`config.mk`:
```
export PLATFORM = sky130hd
export DESIGN_NAME = control_char_frame_deframer
export DESIGN_NICKNAME = d
export VERILOG_FILES = /design/src/sv/ccfd_pkg.sv /design/src/sv/control_char_frame_deframer.sv /design/src/sv/ccfd_front.sv /design/src/sv/ccfd_cmd_queue.sv /design/src/sv/ccfd_back.sv
export SDC_FILE = /design/constraint.sdc
export NUM_CORES = 1
export LEC_CHECK = 0
export BUFFER_PORTS_ARGS = -buffer_cell sky130_fd_sc_hd__buf_4
export CAP_MARGIN = 40
export CORE_UTILIZATION = 35
export DETAILED_ROUTE_END_ITERATION = 7
export MAX_ROUTING_LAYER = met4
export PLACE_DENSITY = 0.48
export SYNTH_ARGS = -nofsm -noshare
export SYNTH_HDL_FRONTEND = slang
export SYNTH_SLANG_ARGS = --single-unit
```
`constraint.sdc`:
```
create_clock -name clk -period 12.1 [get_ports clk]
set_input_delay 1.21 -clock clk [delete_from_list [all_inputs] [get_ports clk]]
set_output_delay 1.21 -clock clk [all_outputs]
set_load 0.03 [all_outputs]
```
`src/sv/ccfd_pkg.sv`:
```
// ----------------------------------------------------------------------------
// Control character frame deframer package
// Byte codes, event kinds, front phases and the request record that goes
// from the front to the back through the request queue.
// ----------------------------------------------------------------------------
`default_nettype none

package ccfd_pkg;

	localparam logic [7:0] CH_SOH = 8'h01;
	localparam logic [7:0] CH_STX = 8'h02;
	localparam logic [7:0] CH_ETX = 8'h03;
	localparam logic [7:0] CH_EOT = 8'h04;
	localparam logic [7:0] CH_ACK = 8'h06;
	localparam logic [7:0] CH_ZERO = 8'h30;
	localparam logic [7:0] CH_NINE = 8'h39;

	localparam int PID_W = 31;
	localparam int PID_CHARS_W = 4;
	localparam int CMD_CNT_W = 7;
	localparam logic [PID_W-1:0] PID_LIMIT = 31'h7FFF_FFFF;

	typedef enum logic [1:0] {
		EV_DATA = 2'd0,
		EV_ACK = 2'd1,
		EV_EOT = 2'd2
	} event_kind_t;

	typedef enum logic [1:0] {
		PH_HUNT = 2'd0,
		PH_PID = 2'd1,
		PH_DATA = 2'd2
	} phase_t;

	typedef enum logic {
		BK_IDLE = 1'b0,
		BK_REPLAY = 1'b1
	} back_state_t;

	typedef struct packed {
		event_kind_t kind;
		logic [PID_W-1:0] pid;
		logic [CMD_CNT_W-1:0] cnt;
	} cmd_t;

endpackage

`default_nettype wire

```
`src/sv/control_char_frame_deframer.sv`:
```
// ----------------------------------------------------------------------------
// Control character frame deframer
// Hunts for SOH, parses a decimal PID and closes the frame on ACK, EOT or
// STX data ETX. Control frames give one event; data frames are replayed
// byte by byte with the last byte marked. Malformed frames are dropped.
//
//   channel  | handshake           | payload
//   ---------+---------------------+-------------------------------------------
//   rx       | rx_valid, rx_stall  | rx_byte
//   evt      | evt_valid, evt_stall| event_kind, frame_pid, payload_byte, last
//
// A received byte is taken every cycle while no data frame is being replayed
// and the request queue is not full. After ETX of a data frame the front
// stalls until the back has loaded the last byte, one byte per cycle when evt
// is not stalled; the single payload memory port pair sets this.
// ACK and EOT events pass through a two-entry request queue and stall the
// front only while that queue is full.
// Reset is asynchronous; the payload memory is not cleared.
// ----------------------------------------------------------------------------
`default_nettype none

module control_char_frame_deframer #(
	parameter int DATA_DEPTH = 64,
	parameter int PID_MAX_CHARS = 15
) (
	input wire logic clk,
	input wire logic arst_n,
	input wire logic rx_valid,
	output logic rx_stall,
	input wire logic [7:0] rx_byte,
	output logic evt_valid,
	input wire logic evt_stall,
	output logic [1:0] event_kind,
	output logic [ccfd_pkg::PID_W-1:0] frame_pid,
	output logic [7:0] payload_byte,
	output logic last
);
	import ccfd_pkg::*;

	localparam int AW = $clog2(DATA_DEPTH);

	logic q_full;
	logic q_empty;
	logic push;
	logic q_pop;
	cmd_t push_cmd;
	cmd_t q_head;
	logic replay_done;
	logic wr_en;
	logic [AW-1:0] wr_addr;
	logic [7:0] wr_data;

	ccfd_front #(
		.DATA_DEPTH(DATA_DEPTH),
		.PID_MAX_CHARS(PID_MAX_CHARS)
	) u_front (
		.clk(clk),
		.arst_n(arst_n),
		.rx_valid(rx_valid),
		.rx_stall(rx_stall),
		.rx_byte(rx_byte),
		.q_full(q_full),
		.push(push),
		.cmd(push_cmd),
		.replay_done(replay_done),
		.wr_en(wr_en),
		.wr_addr(wr_addr),
		.wr_data(wr_data)
	);

	ccfd_cmd_queue u_queue (
		.clk(clk),
		.arst_n(arst_n),
		.push(push),
		.push_cmd(push_cmd),
		.full(q_full),
		.pop(q_pop),
		.empty(q_empty),
		.head(q_head)
	);

	ccfd_back #(
		.DATA_DEPTH(DATA_DEPTH)
	) u_back (
		.clk(clk),
		.arst_n(arst_n),
		.q_empty(q_empty),
		.q_head(q_head),
		.q_pop(q_pop),
		.replay_done(replay_done),
		.wr_en(wr_en),
		.wr_addr(wr_addr),
		.wr_data(wr_data),
		.evt_valid(evt_valid),
		.evt_stall(evt_stall),
		.event_kind(event_kind),
		.frame_pid(frame_pid),
		.payload_byte(payload_byte),
		.last(last)
	);

endmodule

`default_nettype wire

```
`src/sv/ccfd_front.sv`:
```
// ----------------------------------------------------------------------------
// Deframer front
// Accepts received bytes, tracks the frame phase, parses the PID, stores
// data bytes and posts one request per finished frame that is not dropped.
// ----------------------------------------------------------------------------
`default_nettype none

module ccfd_front #(
	parameter int DATA_DEPTH = 64,
	parameter int PID_MAX_CHARS = 15,
	localparam int AW = $clog2(DATA_DEPTH),
	localparam int CW = $clog2(DATA_DEPTH + 1)
) (
	input wire logic clk,
	input wire logic arst_n,
	input wire logic rx_valid,
	output logic rx_stall,
	input wire logic [7:0] rx_byte,
	input wire logic q_full,
	output logic push,
	output ccfd_pkg::cmd_t cmd,
	input wire logic replay_done,
	output logic wr_en,
	output logic [AW-1:0] wr_addr,
	output logic [7:0] wr_data
);
	import ccfd_pkg::*;

	phase_t phase_q, phase_d;
	logic [PID_W-1:0] pid_q;
	logic [PID_CHARS_W-1:0] chars_q;
	logic digits_done_q;
	logic ovf_q;
	logic [CW-1:0] count_q;
	logic busy_q;

	logic acc;
	logic start_frame;
	logic to_data;
	logic take_char;
	logic is_digit;
	logic chars_full;
	logic count_full;
	logic [PID_W+3:0] pid_next;

	assign rx_stall = busy_q || q_full;
	assign acc = rx_valid && !rx_stall;
	assign is_digit = (rx_byte >= CH_ZERO) && (rx_byte <= CH_NINE);
	assign chars_full = chars_q >= PID_CHARS_W'(PID_MAX_CHARS);
	assign count_full = count_q >= CW'(DATA_DEPTH);
	assign pid_next = ({4'd0, pid_q} << 3) + ({4'd0, pid_q} << 1)
		+ {{PID_W{1'b0}}, rx_byte[3:0]};

	always_comb begin
		phase_d = phase_q;
		if (acc) begin
			unique case (phase_q)
				PH_PID: begin
					if (rx_byte == CH_ACK || rx_byte == CH_EOT) begin
						phase_d = PH_HUNT;
					end else if (rx_byte == CH_STX) begin
						phase_d = PH_DATA;
					end else if (rx_byte == CH_SOH) begin
						phase_d = PH_PID;
					end else if (chars_full) begin
						phase_d = PH_HUNT;
					end
				end
				PH_DATA: begin
					if (rx_byte == CH_ETX || rx_byte == CH_STX || count_full) begin
						phase_d = PH_HUNT;
					end
				end
				default: begin
					phase_d = (rx_byte == CH_SOH) ? PH_PID : PH_HUNT;
				end
			endcase
		end
	end

	always_comb begin
		push = 1'b0;
		cmd = '{kind: EV_DATA, pid: pid_q, cnt: '0};
		wr_en = 1'b0;
		wr_addr = count_q[AW-1:0];
		wr_data = rx_byte;
		start_frame = 1'b0;
		to_data = 1'b0;
		take_char = 1'b0;
		if (acc) begin
			unique case (phase_q)
				PH_PID: begin
					if (rx_byte == CH_ACK || rx_byte == CH_EOT) begin
						push = !ovf_q;
						cmd.kind = (rx_byte == CH_ACK) ? EV_ACK : EV_EOT;
					end else if (rx_byte == CH_STX) begin
						to_data = 1'b1;
					end else if (rx_byte == CH_SOH) begin
						start_frame = 1'b1;
					end else if (!chars_full) begin
						take_char = 1'b1;
					end
				end
				PH_DATA: begin
					if (rx_byte == CH_ETX) begin
						push = !ovf_q && (count_q != '0);
						cmd.cnt = CMD_CNT_W'(count_q);
					end else if (rx_byte != CH_STX && !count_full) begin
						wr_en = 1'b1;
					end
				end
				default: begin
					start_frame = (rx_byte == CH_SOH);
				end
			endcase
		end
	end

	always_ff @(posedge clk or negedge arst_n) begin
		if (!arst_n) begin
			phase_q <= PH_HUNT;
			pid_q <= '0;
			chars_q <= '0;
			digits_done_q <= 1'b0;
			ovf_q <= 1'b0;
			count_q <= '0;
			busy_q <= 1'b0;
		end else begin
			phase_q <= phase_d;
			if (push && cmd.kind == EV_DATA) begin
				busy_q <= 1'b1;
			end else if (replay_done) begin
				busy_q <= 1'b0;
			end
			if (start_frame) begin
				pid_q <= '0;
				chars_q <= '0;
				digits_done_q <= 1'b0;
				ovf_q <= 1'b0;
				count_q <= '0;
			end else begin
				if (to_data) begin
					count_q <= '0;
				end else if (wr_en) begin
					count_q <= count_q + 1'b1;
				end
				if (take_char) begin
					chars_q <= chars_q + 1'b1;
					if (!digits_done_q) begin
						if (!is_digit) begin
							digits_done_q <= 1'b1;
						end else if (!ovf_q) begin
							if (pid_next > {4'd0, PID_LIMIT}) begin
								ovf_q <= 1'b1;
								pid_q <= PID_LIMIT;
							end else begin
								pid_q <= pid_next[PID_W-1:0];
							end
						end
					end
				end
			end
		end
	end

	a_push_room: assert property (@(posedge clk) disable iff (!arst_n)
		push |-> !q_full) else $error("request pushed into a full queue");
	a_write_in_data: assert property (@(posedge clk) disable iff (!arst_n)
		wr_en |-> phase_q == PH_DATA) else $error("payload write outside data phase");
	a_busy_after_frame: assert property (@(posedge clk) disable iff (!arst_n)
		(push && cmd.kind == EV_DATA) |=> busy_q && rx_stall)
		else $error("front not held after data frame request");

endmodule

`default_nettype wire

```
`src/sv/ccfd_cmd_queue.sv`:
```
// ----------------------------------------------------------------------------
// Deframer request queue
// Two-entry queue of frame requests between the front and the back.
// ----------------------------------------------------------------------------
`default_nettype none

module ccfd_cmd_queue (
	input wire logic clk,
	input wire logic arst_n,
	input wire logic push,
	input wire ccfd_pkg::cmd_t push_cmd,
	output logic full,
	input wire logic pop,
	output logic empty,
	output ccfd_pkg::cmd_t head
);
	import ccfd_pkg::*;

	cmd_t slot_q [2];
	logic wr_ptr_q;
	logic rd_ptr_q;
	logic [1:0] cnt_q;

	assign full = cnt_q == 2'd2;
	assign empty = cnt_q == 2'd0;
	assign head = slot_q[rd_ptr_q];

	always_ff @(posedge clk) begin
		if (push) begin
			slot_q[wr_ptr_q] <= push_cmd;
		end
	end

	always_ff @(posedge clk or negedge arst_n) begin
		if (!arst_n) begin
			wr_ptr_q <= 1'b0;
			rd_ptr_q <= 1'b0;
			cnt_q <= '0;
		end else begin
			if (push) begin
				wr_ptr_q <= !wr_ptr_q;
			end
			if (pop) begin
				rd_ptr_q <= !rd_ptr_q;
			end
			if (push && !pop) begin
				cnt_q <= cnt_q + 2'd1;
			end else if (pop && !push) begin
				cnt_q <= cnt_q - 2'd1;
			end
		end
	end

	a_no_overrun: assert property (@(posedge clk) disable iff (!arst_n)
		push |-> !full) else $error("queue overrun");
	a_no_underrun: assert property (@(posedge clk) disable iff (!arst_n)
		pop |-> !empty) else $error("queue underrun");
	a_fill_range: assert property (@(posedge clk) disable iff (!arst_n)
		cnt_q != 2'd3) else $error("queue fill count out of range");

endmodule

`default_nettype wire

```
`src/sv/ccfd_back.sv`:
```
// ----------------------------------------------------------------------------
// Deframer back
// Holds the payload memory, takes frame requests from the queue and sends
// events, replaying a data frame one byte per cycle while evt is not
// stalled, through an output register.
// ----------------------------------------------------------------------------
`default_nettype none

module ccfd_back #(
	parameter int DATA_DEPTH = 64,
	localparam int AW = $clog2(DATA_DEPTH),
	localparam int CW = $clog2(DATA_DEPTH + 1)
) (
	input wire logic clk,
	input wire logic arst_n,
	input wire logic q_empty,
	input wire ccfd_pkg::cmd_t q_head,
	output logic q_pop,
	output logic replay_done,
	input wire logic wr_en,
	input wire logic [AW-1:0] wr_addr,
	input wire logic [7:0] wr_data,
	output logic evt_valid,
	input wire logic evt_stall,
	output logic [1:0] event_kind,
	output logic [ccfd_pkg::PID_W-1:0] frame_pid,
	output logic [7:0] payload_byte,
	output logic last
);
	import ccfd_pkg::*;

	back_state_t state_q, state_d;
	logic [AW-1:0] idx_q;
	logic [CW-1:0] cnt_q;
	logic [PID_W-1:0] pid_q;
	logic [7:0] rd_data_q;
	logic [7:0] mem [DATA_DEPTH];

	logic out_valid_q;
	event_kind_t kind_q;
	logic [PID_W-1:0] out_pid_q;
	logic [7:0] byte_q;
	logic last_q;

	logic out_free;
	logic is_last;
	logic load_evt;
	logic load_byte;
	logic [AW-1:0] rd_addr;

	assign out_free = !out_valid_q || !evt_stall;
	assign is_last = (CW'(idx_q) + 1'b1) == cnt_q;

	always_comb begin
		state_d = state_q;
		unique case (state_q)
			BK_IDLE: begin
				if (!q_empty && out_free && q_head.kind == EV_DATA) begin
					state_d = BK_REPLAY;
				end
			end
			BK_REPLAY: begin
				if (out_free && is_last) begin
					state_d = BK_IDLE;
				end
			end
			default: state_d = BK_IDLE;
		endcase
	end

	always_comb begin
		q_pop = 1'b0;
		load_evt = 1'b0;
		load_byte = 1'b0;
		rd_addr = idx_q;
		unique case (state_q)
			BK_IDLE: begin
				q_pop = !q_empty && out_free;
				load_evt = q_pop && q_head.kind != EV_DATA;
				rd_addr = '0;
			end
			BK_REPLAY: begin
				load_byte = out_free;
				rd_addr = out_free ? idx_q + 1'b1 : idx_q;
			end
			default: ;
		endcase
		replay_done = load_byte && is_last;
	end

	always_ff @(posedge clk) begin
		if (wr_en) begin
			mem[wr_addr] <= wr_data;
		end
		rd_data_q <= mem[rd_addr];
	end

	always_ff @(posedge clk) begin
		if (q_pop) begin
			cnt_q <= q_head.cnt[CW-1:0];
			pid_q <= q_head.pid;
		end
		if (load_evt) begin
			kind_q <= q_head.kind;
			out_pid_q <= q_head.pid;
			byte_q <= '0;
			last_q <= 1'b1;
		end else if (load_byte) begin
			kind_q <= EV_DATA;
			out_pid_q <= pid_q;
			byte_q <= rd_data_q;
			last_q <= is_last;
		end
	end

	always_ff @(posedge clk or negedge arst_n) begin
		if (!arst_n) begin
			state_q <= BK_IDLE;
			idx_q <= '0;
			out_valid_q <= 1'b0;
		end else begin
			state_q <= state_d;
			if (q_pop) begin
				idx_q <= '0;
			end else if (load_byte) begin
				idx_q <= idx_q + 1'b1;
			end
			if (load_evt || load_byte) begin
				out_valid_q <= 1'b1;
			end else if (!evt_stall) begin
				out_valid_q <= 1'b0;
			end
		end
	end

	assign evt_valid = out_valid_q;
	assign event_kind = kind_q;
	assign frame_pid = out_pid_q;
	assign payload_byte = byte_q;
	assign last = last_q;

	a_idx_in_frame: assert property (@(posedge clk) disable iff (!arst_n)
		state_q == BK_REPLAY |-> CW'(idx_q) < cnt_q) else $error("replay index past frame");
	a_done_marks_last: assert property (@(posedge clk) disable iff (!arst_n)
		replay_done |=> out_valid_q && last_q && kind_q == EV_DATA)
		else $error("replay end without last byte");
	a_pop_nonempty_frame: assert property (@(posedge clk) disable iff (!arst_n)
		(q_pop && q_head.kind == EV_DATA) |-> q_head.cnt != '0)
		else $error("empty data frame requested");

endmodule

`default_nettype wire
```
Word-level counts from Yosys, hierarchy flattened

Memories as Yosys holds them, arrays and structs flattened. A register that Yosys moved wholly into a read port is not among the register bits.
Cells that the tools add are included.

Flip-flop bits (word level): 139
Bits in writable memories: 592
Bits of input ports: 12
Word-level logic and storage cells: 175
Memories: 2

Add/subtract/negate cells: 8
$lt $le $gt $ge: 5
Equality and inequality tests: 15
Multiplexer cells: 82
Bitwise logic cells: 1
Reductions and logical operators: 43

Memories:

| memory         | words | bits a word | rd ports | clocked after Yosys merged registers in | write ports | RTL line             | source |
|---|---|---|---|---|---|---|---|
| u_back.mem     | 64    | 8           | 1        | 1                                       | 1           | ccfd_back.sv:37      | `logic [7:0] mem [DATA_DEPTH];` |
| u_queue.slot_q | 2     | 40          | 1        | 0                                       | 1           | ccfd_cmd_queue.sv:19 | `cmd_t slot_q [2];` |

Operators with widths:

| operator               | count |
|---|---|
| $mux W31               | 8 |
| $mux W1                | 45 |
| $mux W7                | 6 |
| $add A34 B32 Y35       | 1 |
| $add A35 B4 Y35        | 1 |
| $gt A35 B31 Y1 const B | 1 |
| $mux W2                | 13 |
| $mux W6                | 3 |
| $eq A8 B2 Y1 const B   | 2 |
| $eq A8 B3 Y1 const B   | 2 |
| $reduce_bool A2 Y1     | 7 |
| $logic_and A1 B1 Y1    | 12 |
| $pmux W6 S2            | 1 |
| $logic_not A1 Y1       | 10 |
| $eq A8 B1 Y1 const B   | 1 |
| $ge A8 B6 Y1 const B   | 1 |
| $le A8 B6 Y1 const B   | 1 |
| $mux W4                | 2 |
| $ne A8 B2 Y1 const B   | 1 |
| $add A6 B1 Y7 const B  | 1 |
| $add A7 B1 Y7 const B  | 1 |
| $eq A7 B7 Y1           | 1 |
| $ge A7 B7 Y1 const B   | 1 |
| $reduce_bool A7 Y1     | 1 |
| 18 further kinds       | 31 |

Longest topological paths before layout

Gate-level depths: netlist of run 1.

Depth in word-level cells: 10
Mapped depth: 14
Depth with buffers taken out: 13

By module

A second synthesis of run 1 with hierarchy kept.

Cell total of the unflattened synthesis: 2482
Area, all modules: 32588.8 um^2

Modules (own cells, without submodules):

| module         | instances | cells each | area an instance (um^2) | seq. area each (um^2) |
|---|---|---|---|---|
| ccfd_back      | 1         | 1790       | 24634.9                 | 18047.3 |
| ccfd_front     | 1         | 551        | 4677.0                  | 1176.1 |
| ccfd_cmd_queue | 1         | 141        | 3276.9                  | 2502.4 |

Worst setup path before layout of run 1

Ideal clock, no wire load.

Path kind: in2reg
Start: input port rx_byte[7]
End: memory u_queue.slot_q[0][0] in the netlist's numbering (enable)
Library setup time: 0.442 ns
Arrival: 4.547 ns
Required time: 11.658 ns
Setup slack: 7.111 ns
Stages: 7
Buffers on the path: 0
Path through: or2_1 > nor4_4 > nor3b_2 > nand3_1 > a21o_1 > a2111oi_4 > nor2b_1

Longest elaborated chain between the ends: 7

RTL lines:

| item                            | RTL line                          | source |
|---|---|---|
| start: declaration              | control_char_frame_deframer.sv:30 | `input wire logic [7:0] rx_byte,` |
| $eq A8 B3 Y1                    | ccfd_front.sv:93                  | `if (rx_byte == CH_ACK \|\| rx_byte == CH_EOT) begin` |
| $logic_or A1 B1 Y1              | ccfd_front.sv:93                  |  |
| $mux W1                         | ccfd_front.sv:93                  |  |
| $pmux W1 S2 *                   | ccfd_front.sv:91                  | `unique case (phase_q)` |
| $mux W1 *                       | ccfd_front.sv:90                  | `if (acc) begin` |
| via push                        | control_char_frame_deframer.sv:44 | `logic push;` |
| $mux W1 *                       | ccfd_cmd_queue.sv:29              | `if (push) begin` |
| $mux W1 (implied by the code) * | ccfd_cmd_queue.sv:30              | `slot_q[wr_ptr_q] <= push_cmd;` |
| end: declaration                | ccfd_cmd_queue.sv:19              |  |

The timed path passes the listed nets; every way through them passes the cells marked *.

Worst setup path after layout of run 1

Start: input port rx_byte[3]
End: register u_front.pid_q[0]

Longest elaborated chain between the ends: 8

RTL lines:

| item                                            | RTL line                                              | source |
|---|---|---|
| $add A35 B4 Y35 or $eq A8 B1 Y1 (tied branches) | ccfd_front.sv:52, ccfd_front.sv:98, ccfd_front.sv:113 |  |
| $gt A35 B31 Y1 or $mux W1 (tied branches)       | ccfd_front.sv:153, ccfd_front.sv:98                   |  |
| $mux W31 or $mux W1 (tied branches)             | ccfd_front.sv:153, ccfd_front.sv:96                   |  |
| $mux W31 or $mux W1 (tied branches)             | ccfd_front.sv:152, ccfd_front.sv:93                   |  |
| $mux W31 (tied with other cells)                | ccfd_front.sv:150                                     | `if (!is_digit) begin` |
| $mux W31 or $mux W1 (tied branches)             | ccfd_front.sv:149, ccfd_front.sv:90                   |  |
| $mux W31 (tied with other cells)                | ccfd_front.sv:147                                     | `if (take_char) begin` |
| $mux W31 or $reduce_and A4 Y1 (tied branches)   | --                                                    |  |
| end signal: assignment                          | ccfd_front.sv:157                                     | `pid_q <= pid_next[PID_W-1:0];` |
| end: declaration                                | ccfd_front.sv:30                                      | `logic [PID_W-1:0] pid_q;` |

Parallel ways exist; a longest one is shown, timed or not. The select of a mux whose other input is x is not followed.
A chain may end at the register's enable or synchronous reset.

==> results.cfg, run 1 <==
[synthesis]
ys.flop_type = edfxtp_1
synth_area_mm2 = 0.03114
async_flop_share_pct = 7.984
netlist_instances = 1876
synth_nets = 1958
synth-seq-cells = 739
synth-edff-count = 663
yosys_warnings = 0
yosysSeqAreaShare_pct = 69.76
yosysUniqueCellTypes = 78
synth.avg_cell_area_um2 = 16.60

[route]
drt-wirelength-per-cell_um = 22.56
wl_mm = 72.08
dr.pass1.iters = 5
via_per_inst = 5.132
drt_iter0_markers = 1025
route.vias.total = 16400
remaining_drc_errors = 0
ant_nets = 0

[clocking]
cts_resized = 0
cts_tree = built
clock_sinks = 739
htree_levels = 3
clk_pin_slew_ns = 0.06
cts_buffers = 81
cts_root_buffer = clkbuf_16
insertion_delay_ns = 0.64
postCtsHoldBufs = 0
clock_path_buffers = 3
post_cts_buffers = 0

[place]
port_buffers = 55
placed_cells = 3041
dpl.hpwl_mm = 46.05
gp_congestion = 0.7788

[layout]
post-route-util_pct = 40.43
antenna_cells = 0
nets = 2046
final_cell_mix = edfxtp_1 (663), nand2_1 (188), mux4_2 (128)
layout_commonest_cell = edfxtp_1
drive_above_1_share_pct = 23.50
instances_no_fill = 3195
synthToLayoutAreaGrowth_pct = 14.54

[timing]
grt_setup_unrepaired = false
fmax_ghz = 0.2125
slew_viol_final = 0
finClkSkew_ns = 0.02367
fin_setup_tns_ns = 0
period_minus_slack_ns = 4.706
fin_crit_sh_pct = 38.89
max-slew-margin-rel_pct = 39.56
tightest_slew_ns = 0.9032
final_hold_viol_count = 0
setup_viol_count_final = 0

[grt]
use_met3_pct = 2.421
grt_pass1_wl_mm = 109.3
grt_pass1_vias = 17090
grtUsageMet2_pct = 26.63
globalRouteTotalUtil_pct = 16.71
overflow = 0
top_usage_layer = met2
gr-usage-met1_pct = 22.27
grt_max_degree = 67
antenna_found_initial = 1

[min_path]
holdCritPathClass = flip-flop to flip-flop

[pwr]
peakVddDrop_mv = 0.1509
p_leak_nw = 12.08
power_density_mw_per_mm2 = 228.0

[critical_path]
worstPathArrival_ns = 5.21
timing.critical_path.from_type = primary input
crit_type = primary input to flip-flop
required_ns = 12.61
critPathMaxFanout = 66
endpoint_kind = flip-flop

[die]
die_w_um = 300.3
row_count = 109
die_h_um = 300.3
start_util_pct = 35.29
io_pins = 56
die_area_mm2 = 0.09017
core-area_mm2 = 0.08824

[run]
maxCapViolations = 0

[run_status]
status = finished, final reports clean
worst max-delay path: stages:
cell	delay [ns]
buf_4	0.54
inv_1	0.19
fa_1	0.57
fa_1	0.47
nand2b_1	0.18
a21oi_1	0.20
o2111ai_2	0.21
o21ai_1	0.27
a21oi_2	0.12
a31oi_1	0.21
xor2_1	0.14
nor4_4	0.32
buf_4	0.38
a21oi_1	0.11
cell usage after synthesis, types with 3 or more instances:
cell type  number  share of area (%)
nand2_1       191                2.3
dfxtp_1        17                1.1
dfrtp_1        59                4.7
nor3_1          9               0.14
nand3_1        34               0.55
o31ai_1         3              0.072
a21oi_2        32               0.90
clkbuf_1       37               0.45
nor2b_1        10               0.20
nand4_1        10               0.20
xor2_1         29               0.82
mux4_2        128                9.3
a22o_1          4               0.11
nor2_1        110                1.3
buf_6           9               0.33
and2_1         28               0.56
o21ai_1         5              0.080
mux2i_1         5               0.16
buf_1          14               0.17
ha_1           68                2.7
a211oi_1       18               0.43
buf_2          18               0.29
or2_2           3              0.060
a21oi_1        87                1.4
nand2b_1       11               0.22
a22oi_1         8               0.19
o211ai_1        5               0.12
inv_1          21               0.25
mux2_2         72                2.6
a31oi_1        20               0.40
xnor2_1        25               0.70
or3_1           8               0.16
buf_4          15               0.36
edfxtp_1      663                 64
o221ai_1        8               0.22
o21a_1          4              0.096
o21ai_0        39               0.63
stage by stage:
stage	instance area (um^2)	total power, mW	hold WS [ns]	setup WS [ns]
after CTS	35630	8.279	0.4397	7.389
after floorplan	31140	4.931	0.4174	7.111
after global routing	35670	8.524	0.4517	7.080
after detailed placement	32960	5.795	0.4311	6.715
final	35670	8.133	0.4372	7.394
after global placement	32730	5.724	0.4276	6.170
sequential cells by signal, summed over array words and instances, names as in the netlist, 2 cells and up:
register and count:
u_back.mem 512, u_queue.slot_q 80, u_back.frame_pid 31, u_back.pid_q 31, u_front.pid_q 31, u_back.payload_byte 8
u_back.rd_data_q 8, u_back.cnt_q 7, u_front.count_q 7, u_back.idx_q 6, u_front.chars_q 4, u_back.event_kind 2
u_front.phase_q 2, u_queue.cnt_q 2
routing by layer:
layer  vias up  part of all wire [%]  routed length (um)
met3        88                   4.1                2940
met1      8517                    45               32750
met2       316                    48               34920
li1       7477                     -                   -
met5         -                     0                   0
met4         0                   2.0                1462
report_power, final:
group	total [mW]	switching, mW	internal [mW]
clock network	2.46	1.01	1.45
registers	3.02	0.0800	2.94
logic	2.65	1.54	1.11
total	8.13	2.63	5.50
logic make-up after synthesis:
kind of cell               synth area share, %
AOI/OAI and AO/OA                        5.761
xor gates and xnor gates                 1.519
adders and majority gates                2.861
buffers and inverters                    1.856
DFF                                      69.76
muxes                                    12.02
and+or+nand+nor                          6.219
final timing paths:
| check | startpoint | to | slack (ns) | depth (start not counted) |
|---|---|---|---|---|
| worst max-delay path | rx_byte[3] | u_front.pid_q[0] | 7.39 | 14 |
| worst min-delay path | u_back.rd_data_q[1] | u_back.payload_byte[1] | 0.44 | 2 |
| worst max register to register | u_back.idx_q[0] | u_back.rd_data_q[4] | 8.08 | 11 |
| worst min register to register | u_back.rd_data_q[1] | u_back.payload_byte[1] | 0.44 | 2 |
| max in group asynchronous | arst_n | u_queue.rd_ptr_q | 10.81 | 1 |
| min in group asynchronous | arst_n | u_front.pid_q[17] | 0.69 | 1 |
final cells by class:
class                      instances  area (um^2)
multi-input combinational       1022         8890
clock inverter                    38        456.7
clock buffer                     111         2221
fill                            7976        52570
sequential                       739        21730
tap                             1165         1458
timing repair buffer              98        837.1
inverter                          22        82.58
(Power assumes the default switching activity.)
==> run 2, diff against run 1 <==
--- a/config.mk
+++ b/config.mk
@@ -10,7 +10,7 @@
 export CORE_UTILIZATION = 35
 export DETAILED_ROUTE_END_ITERATION = 7
 export MAX_ROUTING_LAYER = met4
-export PLACE_DENSITY = 0.48
+export PLACE_DENSITY = 0.5
 export SYNTH_ARGS = -nofsm -noshare
 export SYNTH_HDL_FRONTEND = slang
 export SYNTH_SLANG_ARGS = --single-unit
==> constraint.sdc (replaced) <==
create_clock -name clk -period 4 [get_ports clk]
set_input_delay 0.4 -clock clk [delete_from_list [all_inputs] [get_ports clk]]
set_output_delay 0.4 -clock clk [all_outputs]
set_load 0.03 [all_outputs]
==> run 2 against run 1 <==
Clock skew is 0.049 ns higher; register-to-register slack worse by 7.7 ns; first-iteration DRC count increased by 11%; core utilization increased by 0.78 points; routed wire length is 2.6% higher; worst hold slack lost 0.36 ns; die area unchanged; critical endpoint is now u_front.pid_q[1].
==> results.cfg, run 2 (same netlist as run 1, synthesis figures left out) <==
[run_status]
status = finished, final reports clean

[critical_path]
required_ns = 4.53
cpPeakStageDelay_ns = 0.52
critPathMaxFanout = 17
endpoint_kind = flip-flop
reg2reg_slack_ns = 0.35
reg2reg_to = u_front.pid_q[1]
worstReg2RegStart = u_front.pid_q[0]
worstPathCellList = inv_1, fa_1, fa_1, nand2b_1, a21oi_1, o2111ai_2, a21boi_2, o311ai_1, o211a_1, o32ai_2, nor4_4, buf_4, a21oi_2
crit_type = flip-flop to flip-flop
slowest_stage = fa_1
crit_end = u_front.pid_q[1]
worstPathArrival_ns = 4.17
startpoint = u_front.pid_q[0]
timing.critical_path.from_type = flip-flop
cpMostUsedCell = fa_1
worst-r2r-cell-count = 13

[place]
gp_congestion = 0.8085
dpl.hpwl_mm = 47.35
placed_cell_area_mm2 = 0.03359
port_buffers = 55

[layout]
multi_input_area_mm2 = 0.008884
reg_top3 = u_back.mem (512), u_queue.slot_q (80)
final_area_mm2 = 0.03636
synthToLayoutAreaGrowth_pct = 16.75
seqCellArea_mm2 = 0.02173
nets = 2127
largest_register_ffs = 512
fillers = 7921
layout_commonest_cell = edfxtp_1
post-route-util_pct = 41.20
drive_above_1_share_pct = 26.98
final_cell_mix = edfxtp_1 (663), nand2_1 (188), buf_4 (168)
regMostFlops = u_back.mem

[run]
maxCapViolations = 0

[timing]
setup_viol_count_final = 0
grt_setup_unrepaired = false
period_minus_slack_ns = 3.646
final_hold_viol_count = 0
slew_viol_final = 0
fin_crit_sh_pct = 91.15
tightest_slew_ns = 0.8459
max-slew-margin-rel_pct = 43.61
fin_setup_tns_ns = 0
finClkSkew_ns = 0.07250
fmax_ghz = 0.2743

[clocking]
htree_levels = 3
post_cts_buffers = 0
cts_buffers = 82
clock_path_buffers = 3
postCtsHoldBufs = 1
clk_pin_slew_ns = 0.06
cts_root_buffer = clkbuf_16
insertion_delay_ns = 0.67
clock_sinks = 739
cts_tree = built
cts_resized = 0

[grt]
grt_max_degree = 68
antenna_found_initial = 0
overflow = 0
grt_pass1_vias = 17460
grt_pass1_wl_mm = 111.1
globalRouteTotalUtil_pct = 17.05

[route]
remaining_drc_errors = 0
via_per_inst = 5.106
drt-wirelength-per-cell_um = 22.56
dr.pass1.iters = 5
ant_nets = 0
route.vias.total = 16740
wl_mm = 73.97
drt_iter0_markers = 1139

[pwr]
sw_frac_of_total_pct = 32.59
combPwrFrac_pct = 33.4
p_leak_nw = 12.54
peakVddDrop_mv = 0.3668
power_density_mw_per_mm2 = 688.8
p_sw_mw = 8.161
clock_power_share_pct = 30.1
p_seq_share_pct = 36.5
internal-power_mw = 16.88

[die]
start_util_pct = 35.29
row_count = 109
core-area_mm2 = 0.08824
io_pins = 56
die_w_um = 300.3
die_h_um = 300.3
die_area_mm2 = 0.09017

[min_path]
holdCritPathClass = primary input to flip-flop
## run 2: cell types whose count changed in the layout (fill, tap and decap cells not counted), sizes merged
cell | before | now
clkinv | 28 | 38
buf | 98 | 177
dlygate4sd3 | 0 | 1
diode | 0 | 1
clkbuf | 111 | 102
clkinvlp | 2 | 4
## run 2: how the worst min path moves through the flow
stage	startpoint	to	cells past startpoint
CTS	rx_byte[0]	u_back.mem[53][0]	1
finish	rx_byte[0]	u_back.mem[53][0]	1
global placement	u_back.rd_data_q[0]	u_back.payload_byte[0]	2
floorplan	arst_n	u_back.evt_valid	0
global route	rx_byte[0]	u_back.mem[53][0]	1
detailed placement	u_back.rd_data_q[7]	u_back.payload_byte[7]	2
## run 2: metrics by stage
stage / worst slack [ns] / hold WS (ns) / power, mW / std cells
after floorplan: 0.5613 / 0.1044 / 14.92 / 1876
after global placement: 0.2255 / 0.4443 / 17.81 / 3125
after detailed placement: 0.1677 / 0.4488 / 17.85 / 3125
after CTS: 0.3213 / 0.03007 / 25.45 / 3278
after global routing: 0.1080 / 0.03817 / 26.18 / 3278
final: 0.3539 / 0.07677 / 25.04 / 3279
## run 2: critical path: cells and delay by family, from the launching register on
kind | cells | cell delay (ns)
flops | 1 | 0.41
compound gates | 7 | 1.59
fa+ha+maj | 2 | 0.99
buf+inv | 2 | 0.31
simple gates | 2 | 0.24
## run 2: power groups by stage
stage | Sequential (mW) | Clock [mW] | Combinational (mW)
after floorplan | 9.55 | 0 | 5.36
after global placement | 9.30 | 0 | 8.51
after global routing | 9.18 | 8.00 | 8.99
after detailed placement | 9.31 | 0 | 8.54
final | 9.14 | 7.54 | 8.37
after CTS | 9.15 | 7.72 | 8.58
## run 2: layout make-up
class	count	area share [%]
Clock buffer	102	5.988
Antenna cell	1	0.006883
Timing Repair Buffer	178	3.992
Inverter	22	0.2271
Clock inverter	50	1.583
Multi-Input combinational cell	1022	24.43
Sequential cell	739	59.76
Tap cell	1165	4.009
## run 2: routing by layer
metal / part of all wire (%) / wire [um] / vias up / GRT usage, %
li1: - / - / 7643 / -
met1: 44 / 32850 / 8705 / 22.13
met2: 50 / 37070 / 295 / 28.21
met3: 3.6 / 2664 / 100 / 2.551
met4: 1.9 / 1390 / 0 / 3.924
met5: 0 / 0 / - / -
==> run 3, diff against run 2 <==
--- a/config.mk
+++ b/config.mk
@@ -7,8 +7,10 @@
 export LEC_CHECK = 0
 export BUFFER_PORTS_ARGS = -buffer_cell sky130_fd_sc_hd__buf_4
 export CAP_MARGIN = 40
+export CORE_ASPECT_RATIO = 1.2
 export CORE_UTILIZATION = 35
 export DETAILED_ROUTE_END_ITERATION = 7
+export GPL_ROUTABILITY_DRIVEN = 0
 export MAX_ROUTING_LAYER = met4
 export PLACE_DENSITY = 0.5
 export SYNTH_ARGS = -nofsm -noshare
==> run 3 against run 2 <==
The run now ends with DRC left; final cell count is 1.3% lower; die area hardly changed; clock power is 0.7% lower; clock-buffer cell count stayed put; sequential cell count stayed put; worst setup slack better by 0.033 ns; worst hold slack better by 0.085 ns.
==> results.cfg, run 3 (same netlist as run 1, synthesis figures left out) <==
[place]
dpl.hpwl_mm = 48.33
placed_cell_area_mm2 = 0.03347
port_buffers = 55

[layout]
nets = 2108
final_area_mm2 = 0.03616
post-route-util_pct = 41.10
drive_above_1_share_pct = 26.05
synthToLayoutAreaGrowth_pct = 16.12
final_cell_mix = edfxtp_1 (663), nand2_1 (188), buf_4 (151)
layout_commonest_cell = edfxtp_1
largest_register_ffs = 512
fillers = 7945
reg_top3 = u_back.mem (512), u_queue.slot_q (80)
regMostFlops = u_back.mem

[critical_path]
worstPathArrival_ns = 4.18
crit_type = flip-flop to flip-flop
critPathMaxFanout = 17
endpoint_kind = flip-flop
timing.critical_path.from_type = flip-flop
required_ns = 4.57

[die]
core-area_mm2 = 0.08800
die_area_mm2 = 0.09018
io_pins = 56
start_util_pct = 35.39
die_h_um = 328.8
row_count = 119
die_w_um = 274.3

[pwr]
internal-power_mw = 16.76
clock_power_share_pct = 30.1
p_sw_mw = 8.083
p_seq_share_pct = 36.9
p_leak_nw = 12.45
sw_frac_of_total_pct = 32.54
combPwrFrac_pct = 33.0
power_density_mw_per_mm2 = 686.9
peakVddDrop_mv = 0.4426
total_power_mw = 24.84

[timing]
fin_setup_tns_ns = 0
slew_viol_final = 0
max-slew-margin-rel_pct = 42.99
finClkSkew_ns = 0.02897
grt_setup_unrepaired = false
fmax_ghz = 0.2768
whs_ns = 0.1617
period_minus_slack_ns = 3.613
final_hold_viol_count = 0
setup_viol_count_final = 0
fin_crit_sh_pct = 90.33
tightest_slew_ns = 0.8551

[clocking]
post_cts_buffers = 0
cts_buffers = 79
cts_tree = built
postCtsHoldBufs = 1
clock_path_buffers = 3
cts_root_buffer = clkbuf_16
clk_pin_slew_ns = 0.06
htree_levels = 3
clock_sinks = 739
cts_resized = 0
insertion_delay_ns = 0.65

[grt]
overflow = 0
grt_pass1_wl_mm = 113.3
globalRouteTotalUtil_pct = 17.46
antenna_found_initial = 1
grt_pass1_vias = 17810
grt_max_degree = 68

[route]
dr.pass1.iters = 7
wl_mm = 75.01
drt-wirelength-per-cell_um = 23.17
dr_wl_met3_mm = 2.988
route.vias.total = 16620
ant_nets = 0
topRoutingLayerUsed = met4
wl_met1_mm = 30.22
via_per_inst = 5.132
remaining_drc_errors = 10
route.met2.wl_mm = 40.18
drt_iter0_markers = 1120

[run_status]
status = complete, but fails checks
violations = DRC

[run]
maxCapViolations = 0

[min_path]
holdCritPathClass = primary input to flip-flop
[run 3: cell count changes in the layout (fill, tap and decap cells not counted), sizes merged]
cell      delta
buf         -16
clkinv       -6
clkinvlp     -4
bufinv       +2
inv          -1
[run 3: worst max-delay path, cell delays in order, from the launching register on]
cell and delay [ns]:
dfrtp_1 0.43, inv_1 0.08, fa_1 0.52, fa_1 0.47
nand2b_1 0.18, a21oi_1 0.19, o2111ai_2 0.19, a21boi_2 0.21
o311ai_1 0.15, o211a_1 0.28, o32ai_2 0.37, nor4_4 0.06
buf_4 0.23, a21oi_1 0.18
[run 3: cell type report]
cell class	instances	area, um^2	area share, %
flip-flops and latches	739	21730	60.08
multi-input cells	1022	8884	24.57
clock buffers	102	2147	5.937
well taps	1149	1438	3.976
repair buffers	162	1351	3.737
clock inverters	41	530.5	1.467
inverters	22	82.58	0.2284
diodes	1	2.502	0.006920
[run 3: metal layers]
metal  global-route usage (%)  vias to the layer above
met3                    2.482                      100
li1                         -                     7584
met2                    30.99                      334
met4                    5.036                        0
met1                    20.44                     8599
met5                        -                        -
[run 3: final timing paths]
kind                                           from                endpoint  slack, ns  depth (start not counted)
worst max-delay path               u_front.pid_q[0]        u_front.pid_q[0]       0.39                         13
worst min-delay path                      evt_stall        u_back.evt_valid       0.16                          3
worst max register to register     u_front.pid_q[0]        u_front.pid_q[0]       0.39                         13
worst min register to register  u_back.rd_data_q[3]  u_back.payload_byte[3]       0.45                          2
max in group asynchronous                    arst_n        u_queue.rd_ptr_q       3.33                          3
min in group asynchronous                    arst_n       u_front.pid_q[13]       0.34                          3
[run 3: metrics by stage]
step / worst slack [ns] / cells
after floorplan: 0.5613 / 1876
after global placement: 0.1878 / 3092
after detailed placement: 0.1716 / 3093
after CTS: 0.3613 / 3237
after global routing: 0.07464 / 3237
final: 0.3870 / 3238
[run 3: power by group through the flow]
stage                     Sequential (mW)  Combinational, mW  Clock, mW
final                                9.15               8.20       7.49
after global routing                 9.21               8.83       7.94
after CTS                            9.17               8.44       7.65
after detailed placement             9.33               8.42          0
after global placement               9.32               8.39          0
after floorplan                      9.55               5.36          0
